### config.mk
export PLATFORM = sky130hd
export DESIGN_NAME = tvrm_unit_div
export DESIGN_NICKNAME = d
export VERILOG_FILES = /design/src/sv/two_vector_rotation_matrix_macros.svh /design/src/sv/tvrm_pkg.sv /design/src/sv/tvrm_unit_div.sv
export SDC_FILE = /design/constraint.sdc
export NUM_CORES = 2
export LEC_CHECK = 0
export BUFFER_PORTS_ARGS = -buffer_cell sky130_fd_sc_hd__buf_4
export CAP_MARGIN = 20
export CORE_ASPECT_RATIO = 1.75
export CORE_MARGIN = 1.5
export CORE_UTILIZATION = 50
export CTS_CLUSTER_DIAMETER = 50
export DETAILED_ROUTE_END_ITERATION = 16
export PLACE_DENSITY = 0.68
export REMOVE_ABC_BUFFERS = 1
export SYNTH_ARGS = -nofsm -noshare
export SYNTH_HDL_FRONTEND = slang
export SYNTH_SLANG_ARGS = --single-unit
### constraint.sdc
create_clock -name clk -period 3.25 [get_ports clk]
set_clock_uncertainty 0.15 [all_clocks]
set_input_delay 0 -clock clk [delete_from_list [all_inputs] [get_ports clk]]
set_output_delay 0 -clock clk [all_outputs]
set_load 0.01 [all_outputs]
### src/sv/two_vector_rotation_matrix_macros.svh
// Assertion macros shared by the rotation matrix RTL
`ifndef TWO_VECTOR_ROTATION_MATRIX_MACROS_SVH
`define TWO_VECTOR_ROTATION_MATRIX_MACROS_SVH

// Same-cycle implication, sampled on clk, off while rst_n is low
`define TVRM_ASSERT_IMP(name, ante, cons, msg) \
    name: assert property (@(posedge clk) disable iff (!rst_n) (ante) |-> (cons)) \
        else $error(msg);

// Next-cycle implication, sampled on clk, off while rst_n is low
`define TVRM_ASSERT_NXT(name, ante, cons, msg) \
    name: assert property (@(posedge clk) disable iff (!rst_n) (ante) |=> (cons)) \
        else $error(msg);

`endif

### src/sv/tvrm_pkg.sv
// Types, widths and arithmetic helpers for the rotation matrix pipeline
`default_nettype none
package tvrm_pkg;

    localparam int SAMPLE_BITS = 16;
    localparam int FRAC_BITS   = 14;
    localparam int GUARD_W     = 16;

    localparam int NRM_W  = (SAMPLE_BITS > GUARD_W) ? SAMPLE_BITS : GUARD_W;
    localparam int SUM_W  = 2 * SAMPLE_BITS;
    localparam int NUM_W  = SAMPLE_BITS + FRAC_BITS + 1;
    localparam int QW     = FRAC_BITS + 2;
    localparam int U_W    = FRAC_BITS + 2;
    localparam int MAG_W  = FRAC_BITS + 1;
    localparam int P1_W   = 2 * FRAC_BITS + 1;
    localparam int RP_W   = FRAC_BITS + 2;
    localparam int C_W    = FRAC_BITS + 3;
    localparam int V_W    = FRAC_BITS + 3;
    localparam int VM_W   = FRAC_BITS + 2;
    localparam int PV_W   = 2 * FRAC_BITS + 3;
    localparam int SS_W   = 2 * FRAC_BITS + 4;
    localparam int S_W    = SS_W / 2;
    localparam int OMC_W  = FRAC_BITS + 4;
    localparam int VV_W   = FRAC_BITS + 4;
    localparam int AM_W   = FRAC_BITS + 3;
    localparam int PM_W   = 2 * FRAC_BITS + 5;
    localparam int RQ_W   = FRAC_BITS + 7;
    localparam int E_W    = FRAC_BITS + 9;
    localparam int O_W    = FRAC_BITS + 3;

    localparam int ONE_I     = 2 ** FRAC_BITS;
    localparam int HALF_I    = 2 ** (FRAC_BITS - 1);
    localparam int OUT_MAX_I = (2 ** (FRAC_BITS + 2)) - 1;
    localparam int OUT_MIN_I = -(2 ** (FRAC_BITS + 2));

    typedef logic signed [U_W-1:0]   unit_t;
    typedef logic signed [C_W-1:0]   c_t;
    typedef logic signed [V_W-1:0]   v_t;
    typedef logic signed [OMC_W-1:0] omc_t;
    typedef logic signed [VV_W-1:0]  vv_t;
    typedef logic signed [RQ_W-1:0]  rq_t;
    typedef logic signed [E_W-1:0]   ent_t;
    typedef logic signed [O_W-1:0]   out_t;

    typedef struct packed {
        logic [2:0][SAMPLE_BITS-1:0] mag;
        logic [2:0]                  neg;
    } vec_side_t;

    typedef struct packed {
        c_t        c;
        omc_t      omc;
        v_t  [2:0] v;
        vv_t [5:0] vv;
    } ax_side_t;

    // sign-magnitude product scaled down by 2^F, ties away from zero
    function automatic rq_t rnd_q(input logic [PM_W-1:0] p, input logic neg);
        logic [PM_W:0] t;
        logic [RQ_W-1:0] r;
        t = {1'b0, p} + (PM_W + 1)'(HALF_I);
        r = RQ_W'(t >> FRAC_BITS);
        return neg ? -$signed(r) : $signed(r);
    endfunction

    function automatic logic [MAG_W-1:0] unit_mag(input unit_t u);
        return MAG_W'((u < 0) ? -u : u);
    endfunction

    function automatic out_t sat_out(input ent_t x);
        out_t r;
        if (x > E_W'(OUT_MAX_I))
            r = O_W'(OUT_MAX_I);
        else if (x < E_W'(OUT_MIN_I))
            r = O_W'(OUT_MIN_I);
        else
            r = O_W'(x);
        return r;
    endfunction

endpackage
`default_nettype wire

### src/sv/tvrm_unit_div.sv
// Pipelined restoring divider that scales one 3-vector to Q1.F unit length
`default_nettype none
module tvrm_unit_div (
    input  logic                                 clk,
    input  logic                                 rst_n,
    input  logic                                 in_valid,
    input  logic [tvrm_pkg::NRM_W-1:0]           norm,
    input  logic [2:0][tvrm_pkg::SAMPLE_BITS-1:0] mag,
    input  logic [2:0]                           neg,
    output logic                                 out_valid,
    output tvrm_pkg::unit_t [2:0]                unit
);
    import tvrm_pkg::*;

    logic [NRM_W-1:0]         d_reg   [QW];
    logic [2:0][NRM_W-1:0]    rem_reg [QW];
    logic [2:0][QW-1:0]       low_reg [QW];
    logic [2:0][QW-1:0]       q_reg   [QW];
    logic [2:0]               neg_reg [QW];
    logic                     vld_reg [QW];

    for (genvar g = 0; g < QW; g++) begin : g_stage
        logic [NRM_W-1:0]      p_d;
        logic [2:0][NRM_W-1:0] p_rem;
        logic [2:0][QW-1:0]    p_low;
        logic [2:0][QW-1:0]    p_q;
        logic [2:0]            p_neg;
        logic                  p_vld;
        logic [2:0][NRM_W:0]   cur;
        logic [2:0]            take;
        logic [2:0][NRM_W-1:0] rem_next;

        if (g == 0) begin : g_first
            logic [2:0][NUM_W-1:0] num;
            always_comb
            begin
                for (int k = 0; k < 3; k++)
                begin
                    num[k]   = NUM_W'(mag[k]) << (FRAC_BITS + 1);
                    p_rem[k] = NRM_W'(num[k] >> QW);
                    p_low[k] = num[k][QW-1:0];
                    p_q[k]   = '0;
                end
            end
            assign p_d   = norm;
            assign p_neg = neg;
            assign p_vld = in_valid;
        end else begin : g_rest
            assign p_d   = d_reg[g-1];
            assign p_rem = rem_reg[g-1];
            assign p_low = low_reg[g-1];
            assign p_q   = q_reg[g-1];
            assign p_neg = neg_reg[g-1];
            assign p_vld = vld_reg[g-1];
        end

        always_comb
        begin
            for (int k = 0; k < 3; k++)
            begin
                cur[k]      = {p_rem[k], p_low[k][QW-1]};
                take[k]     = (cur[k] >= {1'b0, p_d});
                rem_next[k] = take[k] ? NRM_W'(cur[k] - {1'b0, p_d}) : NRM_W'(cur[k]);
            end
        end

        always_ff @(posedge clk or negedge rst_n)
        begin
            if (!rst_n)
                vld_reg[g] <= 1'b0;
            else
                vld_reg[g] <= p_vld;
        end

        always_ff @(posedge clk)
        begin
            d_reg[g]   <= p_d;
            neg_reg[g] <= p_neg;
            for (int k = 0; k < 3; k++)
            begin
                rem_reg[g][k] <= rem_next[k];
                low_reg[g][k] <= p_low[k] << 1;
                q_reg[g][k]   <= {p_q[k][QW-2:0], take[k]};
            end
        end
    end

    // quotient carries one extra bit; halve it with round-half-up
    always_comb
    begin
        logic [QW:0]  qp;
        logic [U_W-1:0] um;
        for (int k = 0; k < 3; k++)
        begin
            qp      = {1'b0, q_reg[QW-1][k]} + (QW + 1)'(1);
            um      = U_W'(qp >> 1);
            unit[k] = neg_reg[QW-1][k] ? -$signed(um) : $signed(um);
        end
    end

    assign out_valid = vld_reg[QW-1];

endmodule
`default_nettype wire

==> flow_results.xml <==
<?xml version="1.0" encoding="UTF-8"?>
<metrics>
  <group name="outcome">
    <metric name="outcome" unit="">complete, but fails checks</metric>
    <metric name="failed_checks" unit="">setup timing</metric>
  </group>
  <group name="floorplanning">
    <metric name="floorplan.die.width" unit="um">292</metric>
    <metric name="core_area" unit="um2">145000</metric>
    <metric name="floorplan.initialDensity" unit="">0.504</metric>
    <metric name="die-area" unit="um2">149000</metric>
    <metric name="placement_rows" unit="">185</metric>
    <metric name="die_height" unit="um">509</metric>
    <metric name="num_io_pins" unit="">119</metric>
  </group>
  <group name="timing">
    <metric name="max_freq" unit="MHz">260</metric>
    <metric name="finalMaxSlewViolations" unit="">0</metric>
    <metric name="timing.final.ws_setup" unit="ps">-597</metric>
    <metric name="timing.final.crit_share" unit="">1.18</metric>
    <metric name="period_minus_slack" unit="ps">3850</metric>
    <metric name="grt_setup_unrepaired" unit="">true</metric>
    <metric name="slew_headroom" unit="">0.318</metric>
    <metric name="timing_hold_violations_final" unit="">0</metric>
    <metric name="tightest_slew" unit="ps">1020</metric>
    <metric name="setup-violations-final" unit="">58</metric>
  </group>
  <group name="route">
    <metric name="mean_number_of_vias_per_cell" unit="">5.86</metric>
    <metric name="vias" unit="">62500</metric>
    <metric name="post_drt_wl_per_cell" unit="um">27.5</metric>
    <metric name="wirelength" unit="mm">293</metric>
    <metric name="drt-initial-drc-count" unit="">3174</metric>
    <metric name="post_drt_antenna_nets" unit="">0</metric>
    <metric name="drc_errors" unit="">0</metric>
    <metric name="drtPass1Iterations" unit="">6</metric>
  </group>
  <group name="synthesis">
    <metric name="synthDominantAreaCellType" unit="">dfxtp_1</metric>
    <metric name="synth_cell_types" unit="">90</metric>
    <metric name="yosys.cell_count.top_type" unit="">dfxtp_1</metric>
    <metric name="synth-edff-count" unit="">0</metric>
    <metric name="synth_async_sr_flop_share" unit="">0.0112</metric>
    <metric name="netlist_area" unit="um2">73100</metric>
    <metric name="netlist_top_cells_count" unit="">dfxtp_1 (1416), ha_1 (771), a21oi_1 (506)</metric>
    <metric name="synthesis.instances" unit="">7569</metric>
    <metric name="dominantRegCellSynth" unit="">dfxtp_1</metric>
    <metric name="syn_area_per_cell" unit="um2">9.66</metric>
    <metric name="synth_sequential_area_ratio" unit="">0.393</metric>
    <metric name="ys.warnings.count" unit="">0</metric>
    <metric name="synth.area.top_cells" unit="">dfxtp_1 (39%), ha_1 (13%), mux2_2 (6.5%)</metric>
    <metric name="synth_top_area_share" unit="">0.388</metric>
    <metric name="synth_seq_cells" unit="">1432</metric>
  </group>
  <group name="worst_setup_path">
    <metric name="path_cells" unit="">buf_6 &gt; and4_4 &gt; and3_4 &gt; or4b_1 &gt; o21a_1 &gt; o32a_1 &gt; or3b_1 &gt; nand2_2 &gt; xor2_4 &gt; buf_12 &gt; buf_6</metric>
    <metric name="cpMostUsedCell" unit="">buf_6</metric>
    <metric name="worstSetupPathType" unit="">register to output pin</metric>
    <metric name="critPathMaxStageDelay" unit="ps">520</metric>
    <metric name="worst-endpoint-required" unit="ps">3100</metric>
    <metric name="worstSetupStartpointType" unit="">register</metric>
    <metric name="critPathSlowestCell" unit="">or4b_1</metric>
    <metric name="critical_path_arrival" unit="ps">3700</metric>
    <metric name="path_max_fanout" unit="">3</metric>
    <metric name="crit_path_end_kind" unit="">output pin</metric>
  </group>
  <group name="flow_run">
    <metric name="max_capacitance_violation_count" unit="">0</metric>
  </group>
  <group name="clock_tree">
    <metric name="cts_sinks" unit="">1432</metric>
    <metric name="root_buffer" unit="">clkbuf_16</metric>
    <metric name="cts_max_path_buffers" unit="">3</metric>
    <metric name="cts.clk_slew.worst_paths" unit="ps">70</metric>
    <metric name="clkLatencyLatePin" unit="ps">820</metric>
    <metric name="clock_buffer_count_from_cts" unit="">144</metric>
    <metric name="tritoncts" unit="">done</metric>
    <metric name="cts_max_level" unit="">4</metric>
  </group>
  <group name="cells_and_area">
    <metric name="layout.cell_area.non_filler" unit="um2">91700</metric>
    <metric name="layout.filler_cells" unit="">12000</metric>
    <metric name="nNetsFinal" unit="">9559</metric>
    <metric name="synthToLayoutAreaGrowth" unit="%">25.4</metric>
    <metric name="drive_gt1_frac" unit="">0.229</metric>
    <metric name="largest_register_ff_count" unit="">720</metric>
  </group>
  <group name="global_routing">
    <metric name="antenna_violations_before_repair" unit="">17</metric>
    <metric name="grt_usage" unit="">0.391</metric>
    <metric name="first_global_vias" unit="">64800</metric>
    <metric name="global_route_wire_length_before_repair" unit="mm">421</metric>
    <metric name="final_global_route_overflow_total" unit="">0</metric>
    <metric name="pin_count_of_the_biggest_net_entering_global_routing" unit="">31</metric>
  </group>
  <group name="place">
    <metric name="place_area" unit="um2">81700</metric>
    <metric name="gp_congestion" unit="">1.05</metric>
    <metric name="place.detailed.hpwl" unit="mm">234</metric>
    <metric name="port_buffers" unit="">118</metric>
  </group>
  <group name="power_and_ir_drop">
    <metric name="ir_worst_vdd" unit="V">0.00102</metric>
    <metric name="static-leakage-power" unit="nW">40.4</metric>
    <metric name="power-per-cell-area" unit="nW/um2">1190</metric>
    <metric name="power" unit="mW">109</metric>
  </group>
  <group name="min_path">
    <metric name="worst_hold_path_type" unit="">input port to register</metric>
  </group>
</metrics>
==> cells by family after synthesis <==
family / synth area share
buf+inv: 0.0317
mux: 0.0712
fa+ha+maj: 0.144
xor+xnor: 0.0659
compound gates: 0.169
flops: 0.393
simple gates: 0.124
==> worst max-delay path: cells and delay by family, from the launching register on <==
kind                      cells  cell delay (ps)
and+or+nand+nor               5             1420
AOI/OAI and AO/OA             2              460
buffers and inverters         3              420
DFF                           1              360
xor gates and xnor gates      1              240
==> through the flow <==
step           setup slack, ps  hold WS, ps  std cells  utilization  TNS [ps]
2_1_floorplan             -631         -446       7452            -    -26950
3_3_place_gp              -828         -280      10100        0.563    -11080
5_1_grt                   -669         24.1      10700        0.632    -18040
4_1_cts                   -572         6.28      10500        0.613     -8040
3_5_place_dp              -854         -275      10100        0.563    -13080
6_report                  -597         51.6      10700        0.632     -7090
==> final timing paths <==
check                                            from                           to  slack, ps  cells past startpoint
worst min register to register  q_reg[1][177]$_DFF_P_        q_reg[1][226]$_DFF_P_        160                      0
worst max-delay path            q_reg[1][337]$_DFF_P_                     unit[15]       -600                     11
worst min-delay path                          norm[1]        rem_reg[0][1]$_DFF_P_         50                      4
worst max register to register   d_reg[0][84]$_DFF_P_       rem_reg[6][19]$_DFF_P_        -50                     10
max in group asynchronous                       rst_n  g_stage[15].p_vld$_DFF_PN0_       2180                      3
min in group asynchronous                       rst_n   g_stage[2].p_vld$_DFF_PN0_        280                      3
==> where the power goes <==
part,total (mW),switching (mW),internal (mW)
Combinational,61.2,31.7,29.5
Sequential,30.3,5.16,25.2
Clock,18.0,7.90,10.1
==> cell usage in the layout (no fill, tap or decap), drive strengths merged, types with 48 or more instances in the layout <==
cell         instances
o31a                76
inv                474
nand3              139
a21o               140
dlygate4sd3        137
buf                928
xor2               194
a21oi              509
nor2               488
nor2b              138
clkbuf             178
nor3               180
nand2              355
xnor2              356
nand2b              97
dfxtp             1416
o21a               176
a31oi               59
and3                82
clkinvlp            48
ha                 771
o31ai               56
o21ai              432
mux2               421
or3                 62
a211oi              82
nand4              113
==> routing by layer <==
| layer | share of wire | vias to the layer above | global-route usage |
|---|---|---|---|
| met1 | 0.25 | 29400 | 0.260 |
| met2 | 0.53 | 2129 | 0.749 |
| met5 | 0 | - | 0 |
| met3 | 0.040 | 1511 | 0.0793 |
| li1 | - | 29400 | - |
| met4 | 0.18 | 0 | 0.557 |
==> area by class of cell <==
type,instances,area [um2],share of cell area
Inverter,483,1960,0.0214
Timing Repair Buffer,1075,9750,0.106
Clock buffer,168,3810,0.0416
Clock inverter,96,1380,0.0150
Antenna cell,8,20.0,0.000218
Sequential cell,1432,28800,0.315
Multi-Input combinational cell,5537,43600,0.475
Tap cell,1870,2340,0.0255
==> repair_timing <==
action	4_1_cts	5_1_grt
buffers inserted	31	110
gates resized for setup	141	313
hold buffers	137	3
cloned	1	10
endpoints found under the hold margin	87	5
endpoints found under the setup margin	144	532
pin swaps	38	98
Power figures use the tool's default switching activity.
