## config.mk

```make
export PLATFORM = sky130hd
export DESIGN_NAME = tvrm_isqrt
export DESIGN_NICKNAME = d
export VERILOG_FILES = /design/src/sv/two_vector_rotation_matrix_macros.svh /design/src/sv/tvrm_isqrt.sv
export SDC_FILE = /design/constraint.sdc
export NUM_CORES = 1
export LEC_CHECK = 0
export ABC_CLOCK_PERIOD_IN_PS = 6800
export BUFFER_PORTS_ARGS = -buffer_cell sky130_fd_sc_hd__buf_2
export CORE_UTILIZATION = 45
export CTS_CLUSTER_DIAMETER = 200
export DETAILED_ROUTE_END_ITERATION = 8
export GPL_TIMING_DRIVEN = 0
export PLACE_DENSITY_LB_ADDON = 0.25
export SLEW_MARGIN = 40
export SYNTH_ARGS = -nofsm -noshare
export SYNTH_HDL_FRONTEND = slang
export SYNTH_SLANG_ARGS = --single-unit
```

## constraint.sdc

```tcl
create_clock -name clk -period 6.8 [get_ports clk]
set_input_delay 1.36 -clock clk [delete_from_list [all_inputs] [get_ports clk]]
set_output_delay 1.36 -clock clk [all_outputs]
set_load 0.03 [all_outputs]
```

## src/sv/two_vector_rotation_matrix_macros.svh

```systemverilog
// Assertion macros shared by the rotation matrix RTL
`ifndef TWO_VECTOR_ROTATION_MATRIX_MACROS_SVH
`define TWO_VECTOR_ROTATION_MATRIX_MACROS_SVH

// Same-cycle implication, sampled on clk, off while rst_n is low
`define TVRM_ASSERT_IMP(name, ante, cons, msg) \
    name: assert property (@(posedge clk) disable iff (!rst_n) (ante) |-> (cons)) \
        else $error(msg);

// Next-cycle implication, sampled on clk, off while rst_n is low
`define TVRM_ASSERT_NXT(name, ante, cons, msg) \
    name: assert property (@(posedge clk) disable iff (!rst_n) (ante) |=> (cons)) \
        else $error(msg);

`endif

```

## src/sv/tvrm_isqrt.sv

```systemverilog
// Pipelined integer square root, one result bit per stage, with sideband payload
`default_nettype none
module tvrm_isqrt #(
    parameter int IN_W   = 32,
    parameter int SIDE_W = 1
) (
    input  logic                clk,
    input  logic                rst_n,
    input  logic                in_valid,
    input  logic [IN_W-1:0]     radicand,
    input  logic [SIDE_W-1:0]   side_in,
    output logic                out_valid,
    output logic [IN_W/2-1:0]   root,
    output logic [SIDE_W-1:0]   side_out
);
    localparam int N = IN_W / 2;

    // remainder is bounded by twice the partial root, so it needs N+1 bits
    logic [IN_W-1:0]   rad_reg  [N];
    logic [N:0]        rem_reg  [N];
    logic [N-1:0]      root_reg [N];
    logic [SIDE_W-1:0] side_reg [N];
    logic              vld_reg  [N];

    for (genvar g = 0; g < N; g++) begin : g_stage
        logic [IN_W-1:0]   p_rad;
        logic [N:0]        p_rem;
        logic [N-1:0]      p_root;
        logic [SIDE_W-1:0] p_side;
        logic              p_vld;
        logic [N+2:0]      cur;
        logic [N+2:0]      trial;
        logic              take;

        if (g == 0) begin : g_first
            assign p_rad  = radicand;
            assign p_rem  = '0;
            assign p_root = '0;
            assign p_side = side_in;
            assign p_vld  = in_valid;
        end else begin : g_rest
            assign p_rad  = rad_reg[g-1];
            assign p_rem  = rem_reg[g-1];
            assign p_root = root_reg[g-1];
            assign p_side = side_reg[g-1];
            assign p_vld  = vld_reg[g-1];
        end

        assign cur   = {p_rem, p_rad[IN_W-1 -: 2]};
        assign trial = {1'b0, p_root, 2'b01};
        assign take  = (cur >= trial);

        always_ff @(posedge clk or negedge rst_n)
        begin
            if (!rst_n)
                vld_reg[g] <= 1'b0;
            else
                vld_reg[g] <= p_vld;
        end

        always_ff @(posedge clk)
        begin
            rad_reg[g]  <= p_rad << 2;
            rem_reg[g]  <= take ? (N + 1)'(cur - trial) : (N + 1)'(cur);
            root_reg[g] <= {p_root[N-2:0], take};
            side_reg[g] <= p_side;
        end
    end

    assign out_valid = vld_reg[N-1];
    assign root      = root_reg[N-1];
    assign side_out  = side_reg[N-1];

endmodule
`default_nettype wire

```

==> metrics.md, run 1 <==
| Metric | Value |
|---|---|
| Type of the worst setup path | register to register |
| Initial DRC Count | 784 |
| Final Slew Violations | 0 |
| N_diodes | 0 |
| Number of flops mapped to enable cells by yosys | 0 |
| # port buffers | 53 |
| Gr usage total | 16.4% |
| Routed Antenna Nets | 0 |
| Seq pwr share | 45.3% |
| Finished Layout Cells | 3010 |
| Worst-Margin Slew | 0.912 ns |
| Post-Route WL | 41.9 mm |
| Area Overhead vs Synth | 15.1% |
| Startpoint Class | register |
| Layout cell share with drive strength beyond 1 | 11.1% |
| I/O pins | 54 |
| Clk_lat worst skew | 0.60 ns |
| DP Cell Count | 2887 |
| Crit. End Element | register |
| Post-route clock period utilization | 47.7% |
| Seq/Total Area, Yosys | 56.4% |
| First-pass GRT wire length | 70.5 mm |
| CTS H-tree lvls | 3 |
| Max reg flops | 240 |
| Clock Path Buffers | 3 |
| Synth Net Count | 2350 |
| Fmax | 308 MHz |
| Post-CTS setup buffer count | 0 |
| Psw | 3.04 mW |
| # hold bufs at CTS | 0 |
| Most common cell after layout, fill and taps aside | dfxtp_1 |
| Drt wl/cell | 13.9 um |
| Ranking of synthesized cells by area | dfxtp_1, ha_1, xnor2_1 |
| Total Power | 10.8 mW |
| Synth unique cells | 82 |
| CP Max Fanout | 10 |
| Setup ws final | 3.56 ns |
| Total negative setup slack | 0 ns |
| HP Class | register to register |
| DRC Markers | 0 |
| Most frequent cells in the layout | dfxtp_1, inv_1, a21oi_1, ha_1, nor2_1 |
| Dpl ws | 3.70 ns |
| Synthesized area | 23000 um^2 |
| Max-cap violations | 0 |
| Syn Inst Count | 2162 |
| Die Height | 228 um |
| Worst IR Drop VDD | 231 uV |
| Final setup viols | 0 |
| Post-DP HPWL | 31.3 mm |
| CP Data Arrival Time | 3.71 ns |
| Resize count post-CTS | 0 |
| Static leakage | 12.3 nW |
| Synth top area share | 54.7% |
| Worst-path clk slew | 0.06 ns |
| Vias per cell | 4.98 |
| Clock network power share | 35.0% |
| Hold WS | 0.320 ns |
| Status | completed |
| Final worst path period need | 3.24 ns |
| CTS tree | done |
| Skew final | 0.0279 ns |
| Fraction of registers with async set/reset | 2.48% |
| Fillers | 4441 |
| Die area | 52100 um^2 |
| Final Hold Vio Count | 0 |
| Clk root buf | clkbuf_16 |
| Total core area | 50300 um^2 |
| Logic pwr share | 19.8% |
| Global route total overflow | 0 |
| Vias in the first global route | 14800 |
| Dpl cell area | 24100 um^2 |
| Nets | 2472 |
| Power per Cell Area | 406 nW/um^2 |
| Largest net degree at the start of global routing | 17 |
| Yosys reg bits | 645 |
| Slew HR | 39.1% |
| Design area | 26500 um^2 |
| 1st-pass router iterations | 5 |
| Ys flop type | dfxtp_1 |
| Mean post-synth cell area | 10.7 um^2 |
| Final core occ | 52.7% |
| Crit path required time | 7.26 ns |
| Sw Ratio | 28.2% |
| Syn. warnings | 0 |
| Final GP Congestion | 0.905 |
| Initial antenna violation count | 0 |
| Dominant cell type by area after synthesis | dfxtp_1 |
| Row cnt | 82 |
| Die X | 228 um |
| Clk sinks | 645 |
| Vias | 15000 |
| Cell Int Power | 7.73 mW |
| CTS Buf Count | 67 |
| Initial core utilization | 45.8% |
| Unrepaired setup endpoints after global routing | no |
-- area by class of cell --
type                       instances  area, um^2  area share, %
clock inverter                    31         437           1.65
sequential                       645       13000           49.0
clock buffer                      92        1930           7.29
timing repair buffer              53         265           1.00
inverter                         187         702           2.65
buffer                            32         170          0.642
multi-input combinational       1298        9170           34.6
tap                              672         841           3.17
-- routing by layer --
metal,GRT usage [%],up-vias,share of wire [%]
li1,-,7693,-
met1,22.4,6932,49
met2,25.7,296,43
met3,3.43,67,5.4
met4,5.96,0,2.1
met5,0,-,0
-- cells by family after synthesis --
kind of cell	share of synthesized area, %
and+or+nand+nor	11.7
xor gates and xnor gates	6.28
other	0.0163
AOI/OAI and AO/OA	11.2
DFF	56.4
muxes	2.35
adders and majority gates	8.26
buffers and inverters	3.79
-- path summary, 6_finish.rpt --
path                                    startpoint                          to  slack [ns]  depth (start not counted)
setup / recovery           root_reg[1][72]$_DFF_P_      rem_reg[1][97]$_DFF_P_        3.56                          9
hold / removal              rad_reg[2][25]$_DFF_P_      rad_reg[3][27]$_DFF_P_        0.32                          0
setup reg to reg           root_reg[1][72]$_DFF_P_      rem_reg[1][97]$_DFF_P_        3.56                          9
hold reg to reg             rad_reg[2][25]$_DFF_P_      rad_reg[3][27]$_DFF_P_        0.32                          0
max in group asynchronous                    rst_n         out_valid$_DFF_PN0_        5.87                          1
min in group asynchronous                    rst_n  g_stage[3].p_vld$_DFF_PN0_        0.67                          1
-- power groups by stage --
| stage | logic, mW | clock network [mW] | registers (mW) |
|---|---|---|---|
| after floorplan | 1.69 | 0 | 4.83 |
| after global placement | 2.06 | 0 | 4.95 |
| after detailed placement | 2.10 | 0 | 4.96 |
| after CTS | 2.12 | 3.88 | 4.88 |
| after global routing | 2.40 | 4.05 | 4.96 |
| final | 2.13 | 3.76 | 4.88 |
-- critical path, stage by stage, from the launching register on --
cell and delay, ns:
dfxtp_1 0.36, inv_1 0.06, ha_1 0.26, clkbuf_1 0.32, nand4_1 0.28, a2111oi_1 0.85, or3_1 0.21, buf_2 0.22
buf_6 0.19, mux2_1 0.35
-- synthesized netlist by cell type (5+ instances only) --
library cell,instances
o31ai_1,13
or2_2,8
a21o_1,28
mux2_2,39
a211oi_1,9
nor2_1,134
o21a_1,32
nand3_1,30
and2_1,7
nor2b_1,12
nand2_1,98
o22ai_1,6
nor4_1,20
nand2b_1,30
clkbuf_1,13
mux2i_1,9
dfrtp_1,16
xnor2_1,96
o21bai_1,5
o211ai_1,21
nand4b_1,5
or4_1,7
o221ai_1,5
o31a_1,6
nor4b_1,5
ha_1,152
o21ai_0,87
nor3_1,64
inv_1,184
and3_1,8
a2111oi_0,6
a21boi_0,8
buf_2,12
a21oi_1,152
or3_1,27
dfxtp_1,629
xor2_1,69
nand4_1,20
nand3b_1,13
Note: power is estimated with default switching activity, not from simulation.
==> inputs of run 2 (changes only) <==
--- a/config.mk
+++ b/config.mk
@@ -5,7 +5,7 @@
 export SDC_FILE = /design/constraint.sdc
 export NUM_CORES = 1
 export LEC_CHECK = 0
-export ABC_CLOCK_PERIOD_IN_PS = 6800
+export ABC_CLOCK_PERIOD_IN_PS = 2900
 export BUFFER_PORTS_ARGS = -buffer_cell sky130_fd_sc_hd__buf_2
 export CORE_UTILIZATION = 45
 export CTS_CLUSTER_DIAMETER = 200
==> constraint.sdc (replaced) <==
create_clock -name clk -period 2.9 [get_ports clk]
set_input_delay 0.58 -clock clk [delete_from_list [all_inputs] [get_ports clk]]
set_output_delay 0.58 -clock clk [all_outputs]
set_load 0.03 [all_outputs]
==> run 2 against run 1 <==
  * Hold slack lost 0.24 ns
  * Sequential power grew 130%
  * Global-route usage grew 0.054 points
  * Wire length grew 0.51%
  * Clock-buffer cell count is the same
  * Sequential share of layout area shrank 0.22 points
  * Cell count grew 0.20%
  * Die area is the same
  * Via count is essentially flat
  * Clock skew is essentially flat
  * Critical path type unchanged
  * First-iteration DRC count shrank 11%
  * Utilization grew 0.24 points
==> metrics.md, run 2 (synthesis results as in run 1) <==
| Metric | Value |
|---|---|
| Status | completed |
| Final worst path period need | 2.77 ns (-0.471 ns) |
| Static leakage | 12.4 nW (+0.36%) |
| Clock Path Buffers | 3 (unchanged) |
| Type of the worst setup path | register to register |
| Most frequent cells in the layout | dfxtp_1, inv_1, a21oi_1, ha_1, nor2_1 |
| Layout cell share with drive strength beyond 1 | 11.6% (+0.57 points) |
| I/O pins | 54 (unchanged) |
| Setup ws final | 0.127 ns (-3.43 ns) |
| Global route total overflow | 0 (unchanged) |
| Worst-Margin Slew | 0.841 ns (-0.0708 ns) |
| Register-to-Register Setup Slack | 0.13 ns (-3.43 ns) |
| Final Slew Violations | 0 (unchanged) |
| Total core area | 50300 um^2 (unchanged) |
| Final setup viols | 0 (unchanged) |
| Max-cap violations | 0 (unchanged) |
| Crit path launch | root_reg[1][86]$_DFF_P_ |
| CTS Buf Count | 67 (unchanged) |
| CTS tree | done |
| 1st-pass router iterations | 5 (unchanged) |
| Clk sinks | 645 (unchanged) |
| Post-DP HPWL | 31.3 mm (unchanged) |
| Final Hold Vio Count | 0 (unchanged) |
| Worst IR Drop VDD | 543 uV (+130%) |
| Initial DRC Count | 701 (-11%) |
| Drt wl/cell | 14.0 um (+0.31%) |
| # port buffers | 53 (unchanged) |
| Final GP Congestion | 0.905 (unchanged) |
| Routed Antenna Nets | 0 (unchanged) |
| Nets | 2478 (+0.24%) |
| Finished Layout Cells | 3016 (+0.20%) |
| CP Max Fanout | 10 (unchanged) |
| Vias in the first global route | 14900 (+0.22%) |
| DRC Markers | 0 (unchanged) |
| Fmax | 361 MHz (+17%) |
| Total Power | 25.3 mW (+140%) |
| Row cnt | 82 (unchanged) |
| CP Data Arrival Time | 3.25 ns (-0.46 ns) |
| Die area | 52100 um^2 (unchanged) |
| Post-route clock period utilization | 95.6% (+48 points) |
| Startpoint Class | register |
| Design area | 26600 um^2 (+0.45%) |
| DP Cell Count | 2887 (unchanged) |
| Clk root buf | clkbuf_16 |
| Die Height | 228 um (unchanged) |
| Vias | 15000 (+0.013%) |
| CTS H-tree lvls | 3 (unchanged) |
| Skew final | 0.0280 ns (+0.000123 ns) |
| Multi-input gate area | 9240 um^2 (+0.68%) |
| Fillers | 4431 (-0.23%) |
| First-pass GRT wire length | 70.7 mm (+0.29%) |
| Area Overhead vs Synth | 15.6% |
| HP Class | primary input to register |
| Dpl ws | -0.199 ns (-3.90 ns) |
| Most common cell after layout, fill and taps aside | dfxtp_1 |
| Gr usage total | 16.5% (+0.054 points) |
| Die X | 228 um (unchanged) |
| Worst-path clk slew | 0.06 ns (about the same) |
| Dpl cell area | 24100 um^2 (unchanged) |
| Initial antenna violation count | 0 (unchanged) |
| Largest net degree at the start of global routing | 17 (unchanged) |
| Initial core utilization | 45.8% (unchanged) |
| Reg-to-reg endpoint | rem_reg[1][111]$_DFF_P_ |
| Worst reg-to-reg path cell count | 10 (+1) |
| Crit. End Element | register |
| Total negative setup slack | 0 ns (unchanged) |
| N_diodes | 0 (unchanged) |
| Crit path required time | 3.38 ns (-3.88 ns) |
| Power per Cell Area | 951 nW/um^2 (+130%) |
| Worst r2r src | root_reg[1][86]$_DFF_P_ |
| Clk_lat worst skew | 0.60 ns (about the same) |
| CP Capture Point | rem_reg[1][111]$_DFF_P_ |
| Slew HR | 43.1% (+4.1 points) |
| Final core occ | 53.0% (+0.24 points) |
| Hold WS | 0.0804 ns (-0.240 ns) |
| Vias per cell | 4.97 (-0.19%) |
| Post-Route WL | 42.1 mm (+0.51%) |
| FF+latch area | 13000 um^2 (unchanged) |
| Max reg flops | 240 (unchanged) |
## run 2: cell types whose count changed in the layout (fill, tap and decap cells not counted), moves of 2 or more
| cell | before | now |
|---|---|---|
| clkbuf_1 | 24 | 21 |
| buf_4 | 3 | 9 |
| a2111oi_0 | 5 | 3 |
| clkbuf_2 | 1 | 3 |
## run 2: layout make-up
class,count,share of cell area [%]
Multi-Input combinational cell,1298,34.7
Timing Repair Buffer,60,1.20
Tap cell,672,3.16
Sequential cell,645,48.8
Clock inverter,31,1.64
Inverter,187,2.64
Buffer,31,0.644
Clock buffer,92,7.26
## run 2: repair_timing
item | in CTS | in global routing
setup buffers | 0 | 6
pin swaps | 0 | 2
hold buffers | 1 | 0
resized for setup | 3 | 14
endpoints found under the setup margin | 12 | 42
hold endpoints to repair | 16 | 0
## run 2: critical path, stage by stage (launching register included)
cell and delay [ns]:
dfxtp_1 0.34, inv_1 0.05, ha_1 0.26, clkbuf_1 0.19, a211oi_1 0.29, o21ai_0 0.20
o221ai_2 0.31, nor3_1 0.13, nor2_4 0.25, buf_4 0.26, mux2_2 0.37
## run 2: worst min path at each step
stage,to,startpoint,cells after the start,slack [ns]
final,rad_reg[0][18]$_DFF_P_,radicand[18],1,0.08
after global routing,rad_reg[0][27]$_DFF_P_,radicand[27],1,0.05
after CTS,rad_reg[0][25]$_DFF_P_,radicand[25],1,0.04
after detailed placement,rad_reg[10][26]$_DFF_P_,rad_reg[9][24]$_DFF_P_,0,0.31
after global placement,rad_reg[12][26]$_DFF_P_,rad_reg[11][24]$_DFF_P_,0,0.31
after floorplan,g_stage[10].p_vld$_DFF_PN0_,rst_n,0,0.28
## run 2: routing by layer
metal	track usage (%)	vias up	part of all wire [%]
met3	3.43	69	5.3
met4	5.96	0	2.1
li1	-	7702	-
met2	25.8	288	43
met1	22.4	6931	49
met5	0	-	0
## run 2: power by group
group / leakage (nW) / internal [mW] / total, mW / switching (mW)
combinational: 5.75 / 2.37 / 5.07 / 2.71
clock: 1.14 / 5.36 / 8.83 / 3.47
sequential: 5.46 / 10.4 / 11.4 / 0.987
total: 12.4 / 18.2 / 25.3 / 7.16
==> inputs of run 3 (changes only) <==
--- a/config.mk
+++ b/config.mk
@@ -5,6 +5,7 @@
 export SDC_FILE = /design/constraint.sdc
 export NUM_CORES = 1
 export LEC_CHECK = 0
+export ABC_AREA = 1
 export ABC_CLOCK_PERIOD_IN_PS = 2900
 export BUFFER_PORTS_ARGS = -buffer_cell sky130_fd_sc_hd__buf_2
 export CORE_UTILIZATION = 45
==> run 3 against run 2 <==
  * Area after synthesis up 16%
  * Clock power grew 3.3%
  * Critical path type unchanged
  * Utilization down 0.69 points
  * Cell count is 46% higher
  * Sequential power is essentially flat
  * Global-route usage is 2.5 points higher
  * Synthesized cell count grew 60%
==> metrics.md, run 3 <==
| Metric | Value |
|---|---|
| Gr usage total | 19.0% (+2.5 points) |
| Largest net degree at the start of global routing | 17 (unchanged) |
| Total core area | 58100 um^2 (+16%) |
| Dpl cell area | 27900 um^2 (+16%) |
| Die X | 246 um (+7.6%) |
| Fraction of registers with async set/reset | 2.48% (unchanged) |
| Post-Route WL | 56.0 mm (+33%) |
| Max reg flops | 240 (unchanged) |
| Power per Cell Area | 925 nW/um^2 (-2.8%) |
| Die Height | 246 um (+7.6%) |
| Synth Net Count | 3656 (+56%) |
| Startpoint Class | register |
| Final GP Congestion | 0.902 (-0.28%) |
| Crit path required time | 3.37 ns (about the same) |
| Post-route clock period utilization | 73.1% (-22 points) |
| Synth unique cells | 44 (-46%) |
| Global route total overflow | 0 (unchanged) |
| Layout cell share with drive strength beyond 1 | 7.54% (-4.1 points) |
| N_diodes | 0 (unchanged) |
| Final Hold Vio Count | 0 (unchanged) |
| Initial DRC Count | 1271 (+81%) |
| Nets | 3779 (+53%) |
| Mean post-synth cell area | 7.70 um^2 (-28%) |
| Worst IR Drop VDD | 610 uV (+12%) |
| # port buffers | 53 (unchanged) |
| Worst r2r src | root_reg[1][4]$_DFF_P_ |
| Unrepaired setup endpoints after global routing | no |
| Dominant cell type by area after synthesis | dfxtp_1 |
| Critical path's most frequent cell | nand2_1 |
| Most frequent cells in the layout | nand2_1, dfxtp_1, inv_1 |
| HP Class | primary input to register |
| Slew HR | 54.8% (+12 points) |
| Vias in the first global route | 19200 (+29%) |
| CP Data Arrival Time | 2.59 ns (-0.66 ns) |
| Clk root buf | clkbuf_16 |
| CTS H-tree lvls | 3 (unchanged) |
| Most common cell after layout, fill and taps aside | nand2_1 |
| Largest delay share family, worst path | simple AND/OR/NAND/NOR gates |
| I/O pins | 54 (unchanged) |
| Synth top area share | 47.1% (-7.5 points) |
| Status | completed |
| Final core occ | 52.3% (-0.69 points) |
| Drt wl/cell | 12.7 um (-9.0%) |
| Final worst path period need | 2.12 ns (-0.652 ns) |
| Slowest stage cell, crit path | dfxtp_1 |
| Post-DP HPWL | 44.2 mm (+41%) |
| Resize count post-CTS | 0 (-3) |
| DP Cell Count | 4286 (+48%) |
| Die area | 60300 um^2 (+16%) |
| Clk sinks | 645 (unchanged) |
| Most numerous cell in the Yosys netlist | nand2_1 |
| CTS tree | done |
| Launch point of the worst hold path | radicand[22] |
| Finished Layout Cells | 4410 (+46%) |
| Final setup viols | 0 (unchanged) |
| Crit path launch | root_reg[1][4]$_DFF_P_ |
| Worst-path clk slew | 0.06 ns (about the same) |
| Syn. warnings | 0 (unchanged) |
| Vias | 20400 (+36%) |
| Syn Inst Count | 3468 (+60%) |
| Ranking of synthesized cells by area | dfxtp_1, nand2_1, inv_1 |
| Static leakage | 16.6 nW (+34%) |
| Total Power | 28.1 mW (+11%) |
| Ys flop type | dfxtp_1 |
| Skew final | 0.0376 ns (+0.00954 ns) |
| # hold bufs at CTS | 1 (unchanged) |
| Design area | 30400 um^2 (+14%) |
| Fmax | 471 MHz (+31%) |
| Vias per cell | 4.63 (-6.9%) |
| Final Slew Violations | 0 (unchanged) |
| DRC Markers | 0 (unchanged) |
| Crit. End Element | register |
| Initial antenna violation count | 0 (unchanged) |
| Row cnt | 88 (+7.3%) |
| Clock Path Buffers | 3 (unchanged) |
| CTS Buf Count | 67 (unchanged) |
| Worst-Margin Slew | 0.672 ns (-0.169 ns) |
| Area Overhead vs Synth | 13.8% |
| Seq/Total Area, Yosys | 48.6% (-7.8 points) |
| Number of flops mapped to enable cells by yosys | 0 (unchanged) |
| Fillers | 5602 (+26%) |
| Max incr delay on CP | 0.39 ns (+0.02 ns) |
| Hold WS | 0.0556 ns (-0.0249 ns) |
| Dpl ws | 0.788 ns (+0.987 ns) |
| Synthesized area | 26700 um^2 (+16%) |
| 1st-pass router iterations | 6 (+1) |
| Worst path cell trace | inv_1 -> ha_1 -> nand2_1 -> inv_1 -> nand2_1 -> nand3_1 -> nand2_1 -> nand2_1 -> nor2_1 -> nand2_1 -> buf_4 -> nand2_1 -> nand2_1 |
| Initial core utilization | 46.0% (+0.15 points) |
| Type of the worst setup path | register to register |
| Total negative setup slack | 0 ns (unchanged) |
| Max-cap violations | 0 (unchanged) |
| Post-synth top cells | nand2_1, dfxtp_1, inv_1 |
| Clk_lat worst skew | 0.62 ns (+0.02 ns) |
| Setup ws final | 0.779 ns (+0.652 ns) |
| Yosys reg bits | 645 (unchanged) |
| Register-to-Register Setup Slack | 0.78 ns (+0.65 ns) |
| Post-CTS setup buffer count | 0 (unchanged) |
| WP buf/inv | 3 (unchanged) |
| Routed Antenna Nets | 0 (unchanged) |
| First-pass GRT wire length | 92.9 mm (+31%) |
| CP Max Fanout | 10 (unchanged) |
## run 3: cell types whose count changed after synthesis, moves of 61 or more
cell,delta
nor2_1,+61
nand4_1,+73
xnor2_1,-71
nand2_1,+1013
inv_1,+442
nand3_1,+140
## run 3: path summary, 6_finish.rpt
check,end,cells past startpoint
worst max register to register,rem_reg[1][17]$_DFF_P_,13
worst min-delay path,rad_reg[0][22]$_DFF_P_,1
max in group asynchronous,g_stage[6].p_vld$_DFF_PN0_,2
min in group asynchronous,g_stage[11].p_vld$_DFF_PN0_,2
worst min register to register,rad_reg[6][27]$_DFF_P_,0
worst max-delay path,rem_reg[1][17]$_DFF_P_,13
## run 3: cell families after synthesis
family | count (synthesis) | share of synthesized area (%)
xor+xnor | 88 | 2.88
simple gates | 1717 | 27.7
fa+ha+maj | 152 | 7.12
other cells | 1 | 0.0140
buf+inv | 667 | 9.81
compound gates | 198 | 3.88
flops | 645 | 48.6
## run 3: layer usage
| layer | share of wire (%) | GRT usage (%) |
|---|---|---|
| met3 | 4.3 | 3.06 |
| met1 | 48 | 24.9 |
| met4 | 2.2 | 5.70 |
| met5 | 0 | 0 |
| met2 | 46 | 32.0 |
## run 3: area by class of cell
class                      count  area [um^2]  area share [%]
sequential                   645        13000            42.7
multi-input combinational   2156        11100            36.5
inverter                     634         2380            7.83
clock buffer                  86         1860            6.12
tap                          765          957            3.15
clock inverter                37          589            1.94
timing repair buffer          54          275           0.906
buffer                        33          241           0.794
## run 3: where the power goes
group          internal [mW]  leakage [nW]  total (mW)  switching (mW)
logic                   2.62          9.97        7.35            4.72
registers               10.5          5.46        11.6            1.11
clock network           5.53          1.18        9.12            3.59
